## config.mk

```make
export PLATFORM = sky130hd
export DESIGN_NAME = aoc_div_cell
export DESIGN_NICKNAME = d
export VERILOG_FILES = /design/src/sv/aoc_pkg.sv /design/src/sv/aoc_div_cell.sv
export SDC_FILE = /design/constraint.sdc
export NUM_CORES = 1
export LEC_CHECK = 0
export BUFFER_PORTS_ARGS = -buffer_cell sky130_fd_sc_hd__clkbuf_2
export CAP_MARGIN = 25
export CELL_PAD_IN_SITES_DETAIL_PLACEMENT = 1
export CELL_PAD_IN_SITES_GLOBAL_PLACEMENT = 1
export CORE_AREA = 2 2 313 315
export CTS_BUF_LIST = sky130_fd_sc_hd__clkbuf_4
export DETAILED_ROUTE_END_ITERATION = 6
export DIE_AREA = 0 0 315 317
export HOLD_SLACK_MARGIN = 0.03
export PLACE_DENSITY = 0.52
export SYNTH_ARGS = -nofsm -noshare
export SYNTH_HDL_FRONTEND = slang
export SYNTH_SLANG_ARGS = --single-unit
```

## constraint.sdc

```tcl
create_clock -name i_clk -period 4.4 [get_ports i_clk]
set_input_delay 0.44 -clock i_clk [delete_from_list [all_inputs] [get_ports i_clk]]
set_output_delay 0.44 -clock i_clk [all_outputs]
set_load 0.005 [all_outputs]
```

## src/sv/aoc_pkg.sv

```systemverilog
`timescale 1ns / 1ps
// ----------------------------------------------------------------------------
// aoc_pkg
// Shared constants and the pipeline stage type of the alpha-over compositor.
// ----------------------------------------------------------------------------
package aoc_pkg;

    localparam int FIELD_W    = 15;
    localparam int FULL_W     = 16;            // full scale may reach 65535
    localparam int FULL_DEF   = 32640;
    localparam int FIELD_MAX  = 32767;
    localparam int WGT_W      = 32;            // one weight
    localparam int SUM_W      = 33;            // sum of both weights
    localparam int NUM_W      = 49;            // 2*numerator + denominator
    localparam int DEN_W      = 34;            // 2*denominator
    localparam int QUO_W      = 16;            // quotient bits, one per cell
    localparam int LANES      = 4;             // red, green, blue, alpha
    localparam int IN_TDATA_W = 120;
    localparam int OUT_TDATA_W = 64;

    typedef struct packed {
        logic                         vld;
        logic                         zero;
        logic [LANES-1:0][NUM_W-1:0]  rem;
        logic [LANES-1:0][DEN_W-1:0]  den;
        logic [LANES-1:0][QUO_W-1:0]  quo;
    } t_stage;

endpackage

```

## src/sv/aoc_div_cell.sv

```systemverilog
`timescale 1ns / 1ps
// ----------------------------------------------------------------------------
// aoc_div_cell
// One restoring division step on all four lanes, decides one quotient bit.
// ----------------------------------------------------------------------------
module aoc_div_cell import aoc_pkg::*; #(
    parameter int QBIT = 0
) (
    input  logic   i_clk,
    input  logic   i_rst_n,
    input  logic   i_en,
    input  t_stage i_stage,
    output t_stage o_stage
);

    t_stage                      n_stage;
    logic [LANES-1:0][NUM_W-1:0] dsh;

    always_comb begin
        n_stage = i_stage;
        for (int c = 0; c < LANES; c++) begin
            dsh[c] = NUM_W'(i_stage.den[c]) << QBIT;
            if (i_stage.rem[c] >= dsh[c]) begin
                n_stage.rem[c]       = i_stage.rem[c] - dsh[c];
                n_stage.quo[c][QBIT] = 1'b1;
            end
        end
    end

    t_stage r_stage;

    always_ff @(posedge i_clk) begin
        if (!i_rst_n) begin
            r_stage.vld <= 1'b0;
        end else if (i_en) begin
            r_stage.vld <= n_stage.vld;
        end
    end

    always_ff @(posedge i_clk) begin
        if (i_en) begin
            r_stage.zero <= n_stage.zero;
            r_stage.rem  <= n_stage.rem;
            r_stage.den  <= n_stage.den;
            r_stage.quo  <= n_stage.quo;
        end
    end

    assign o_stage = r_stage;

endmodule

```

==> flow_summary.yaml <==
status:
  run_status: "finished, final reports clean"
synth:
  synth_top_area_cell: "edfxtp_1"
  ys_ff_latch: 398
  muxShareOfSynthArea_pct: 0.7661
  synth_nets: 2695
  ys_seq_area_share_pct: 52.22
  syn_avg_cell_area_um2: 10.62
  syn_inst: 2154
  netlist.area_leader.share_pct: 52.14
  synthAdderAreaFrac_pct: 7.792
  ys_top_cells_by_area: "edfxtp_1 52%, ha_1 7.4%, xnor2_1 3.6%"
  synth_common_cells: "397 x edfxtp_1, 210 x nand2_1, 175 x inv_1, 160 x a21oi_1, 138 x nor2_1"
  synth_top_family_by_area: "compound AO/OA/AOI/OAI gates"
  netlist-cell-type-count: 82
  synth-simple-area-share_pct: 13.10
  synth_compound_area_share_pct: 15.33
  synth_most_common_cell: "edfxtp_1"
  synth-xor-area-share_pct: 6.736
  synth_edf_count: 397
  ys_warn_count: 0
  ys_async_sr_fraction_pct: 0
  netlist_area_mm2: 0.02287
  synth_ff_type: "edfxtp_1"
clock_tree:
  cts.clk_slew.worst_paths_ns: 0.07
  clkLatencyLatePin_ns: 0.92
  cts_buffers: 119
  cts-root-buf: "clkbuf_4"
  clockBufferDepth: 3
  cts_tree: "built"
  htreeDepth: 3
  cts_sinks: 398
power_and_ir_drop:
  peakVddDrop_mv: 0.1867
  power_frac_clock_pct: 31.6
  internal_power_uw: 7706
  power_uw: 11300
  p_comb_share_pct: 25.5
  switchingPower_uw: 3591
  power_leakage_uw: 0.01533
  power_density_mw_per_mm2: 322.1
  power_frac_seq_pct: 42.8
  sw_frac_of_total_pct: 31.79
timing:
  fmax_mhz: 240.1
  timing.final.crit_share_pct: 94.64
  slew_viol_final: 0
  period_minus_slack_ns: 4.164
  worstMarginPinSlew_ns: 0.9024
  finalSetupViolCount: 0
  tns_ns: 0
  relSlewSlack_pct: 39.84
  rsz0062_at_grt: "no"
  finalHoldViolations: 0
  fin_skew_ns: 0
cells_and_area:
  fin_area_mm2: 0.03507
  layout-drive-gt1-share_pct: 28.72
  area_growth_pct: 53.40
  largest_reg_flops: 398
  num-nets-final: 4078
route:
  drt_iter0_markers: 940
  wl_per_cell_um: 20.26
  via_count: 22600
  drcViolationCount: 0
  wirelength_um: 99790
  ant_nets: 0
  first_pass_iters: 4
  routed_via_density: 4.589
floorplanning:
  ios: 799
  start_util_pct: 23.75
  core_area_mm2: 0.09628
  dieHeight_um: 317
  die_area_mm2: 0.09986
  rows: 114
  die_w_um: 315
min_path:
  hp-class: "input port to register"
global_routing:
  antenna_found_initial: 18
  grt_usage_pct: 19.33
  grt_start_max_net_pins: 99
  grt_pass1_vias: 24820
  grt_first_pass_wirelength_um: 148200
  grt-ovfl-total: 0
job:
  cap_viol_max_count: 0
setup_path:
  arrival_ns: 4.88
  worstSetupStartpointType: "input port"
  path_class: "input port to register"
  end_kind: "register"
  cp.required_ns: 5.12
  worstPathMaxFanout: 4
  r2r_slack_ns: 3.26
placed_design:
  place.gp.congestion: 0.8793
  port_buffers: 798
  place_area_mm2: 0.02851
  hpwl_um: 75780
[layer usage]
metal / vias to the layer above / GRT usage [%] / routed length [µm]
li1: 10770 / - / -
met1: 10920 / 21.87 / 39530
met2: 720 / 34.16 / 49700
met3: 177 / 5.556 / 7298
met4: 12 / 7.716 / 3179
met5: - / 0 / 80
[placed cells by master, fill, tap and decap left out, types with 16 or more instances in the layout]
cell / instances
edfxtp_1: 397
nor2_1: 138
nand3_1: 40
o211ai_1: 19
buf_4: 28
nor2b_1: 16
a21o_1: 73
ha_1: 136
dlygate4sd3_1: 503
xnor2_1: 95
o21ai_0: 125
o21bai_1: 20
clkinv_1: 34
nor4_1: 19
inv_1: 175
clkbuf_2: 797
nand2b_1: 25
clkinv_2: 21
o21ai_1: 34
a31oi_1: 20
nand4_1: 35
nand2_1: 210
clkbuf_4: 158
a21oi_1: 160
xor2_1: 79
nor3_1: 41
o21a_1: 18
[worst max-delay path: stages]
cell and delay [ns]:
dlygate4sd3_1 0.53, clkbuf_2 0.13, ha_1 0.26, fa_1 0.43
nor2b_1 0.17, o31a_1 0.23, a221oi_1 0.18, nor4_1 0.44
o211ai_1 0.28, or3_1 0.36, o211ai_1 0.18, nand4_1 0.28
o211ai_1 0.32, xnor2_1 0.09, dlygate4sd3_1 0.55
[area by class of cell]
cell class,count,area [µm²]
sequential,398,11940
clock inverter,61,286.5
clock buffer,158,1186
multi-input combinational,1511,10060
fill,11110,61210
antenna,14,35.03
timing repair buffer,1332,9309
tap,1276,1597
inverter,175,656.9
[through the flow]
stage | util (%) | std cells | hold slack [ns] | worst slack [ns]
detailed placement | 29.61 | 4189 | 0.5380 | 0.2494
CTS | 36.37 | 4911 | 0.03004 | 0.2939
finish | 36.43 | 4925 | 0.1911 | 0.2359
floorplan | - | 2154 | 0.5073 | 0.8104
global placement | 29.61 | 4189 | 0.5099 | 0.3073
global route | 36.41 | 4918 | 0.07548 | 0.03326
[power groups by stage]
stage / Combinational (µW) / Clock (µW) / Sequential, µW
final: 2880 / 3570 / 4840
after global routing: 3170 / 3940 / 4880
after CTS: 2890 / 3730 / 4840
after detailed placement: 2490 / 0 / 4920
after global placement: 2470 / 0 / 4910
after floorplan: 1150 / 0 / 4930
[repair_timing]
item	CTS	global route
gates resized for setup	0	2
buffers inserted	0	0
hold endpoints to repair	484	0
endpoints found under the setup margin	0	5
hold buffers	503	0
[kinds of logic (layout without fill, tap and decap cells)]
family / Yosys count / in the layout
compound gates: 564 / 564
flops: 398 / 398
fa+ha+maj: 140 / 140
buf+inv: 245 / 1726
other cells: 0 / 14
xor+xnor: 175 / 175
simple gates: 616 / 616
mux: 16 / 16
[final timing paths]
path	start	end	cells past startpoint
setup / recovery	i_stage[64]	o_stage[246]	15
hold / removal	i_stage[5]	o_stage[5]	2
setup reg to reg	o_stage[397]	o_stage[397]	3
hold reg to reg	o_stage[397]	o_stage[397]	3
Note: power is estimated with default switching activity, not from simulation.
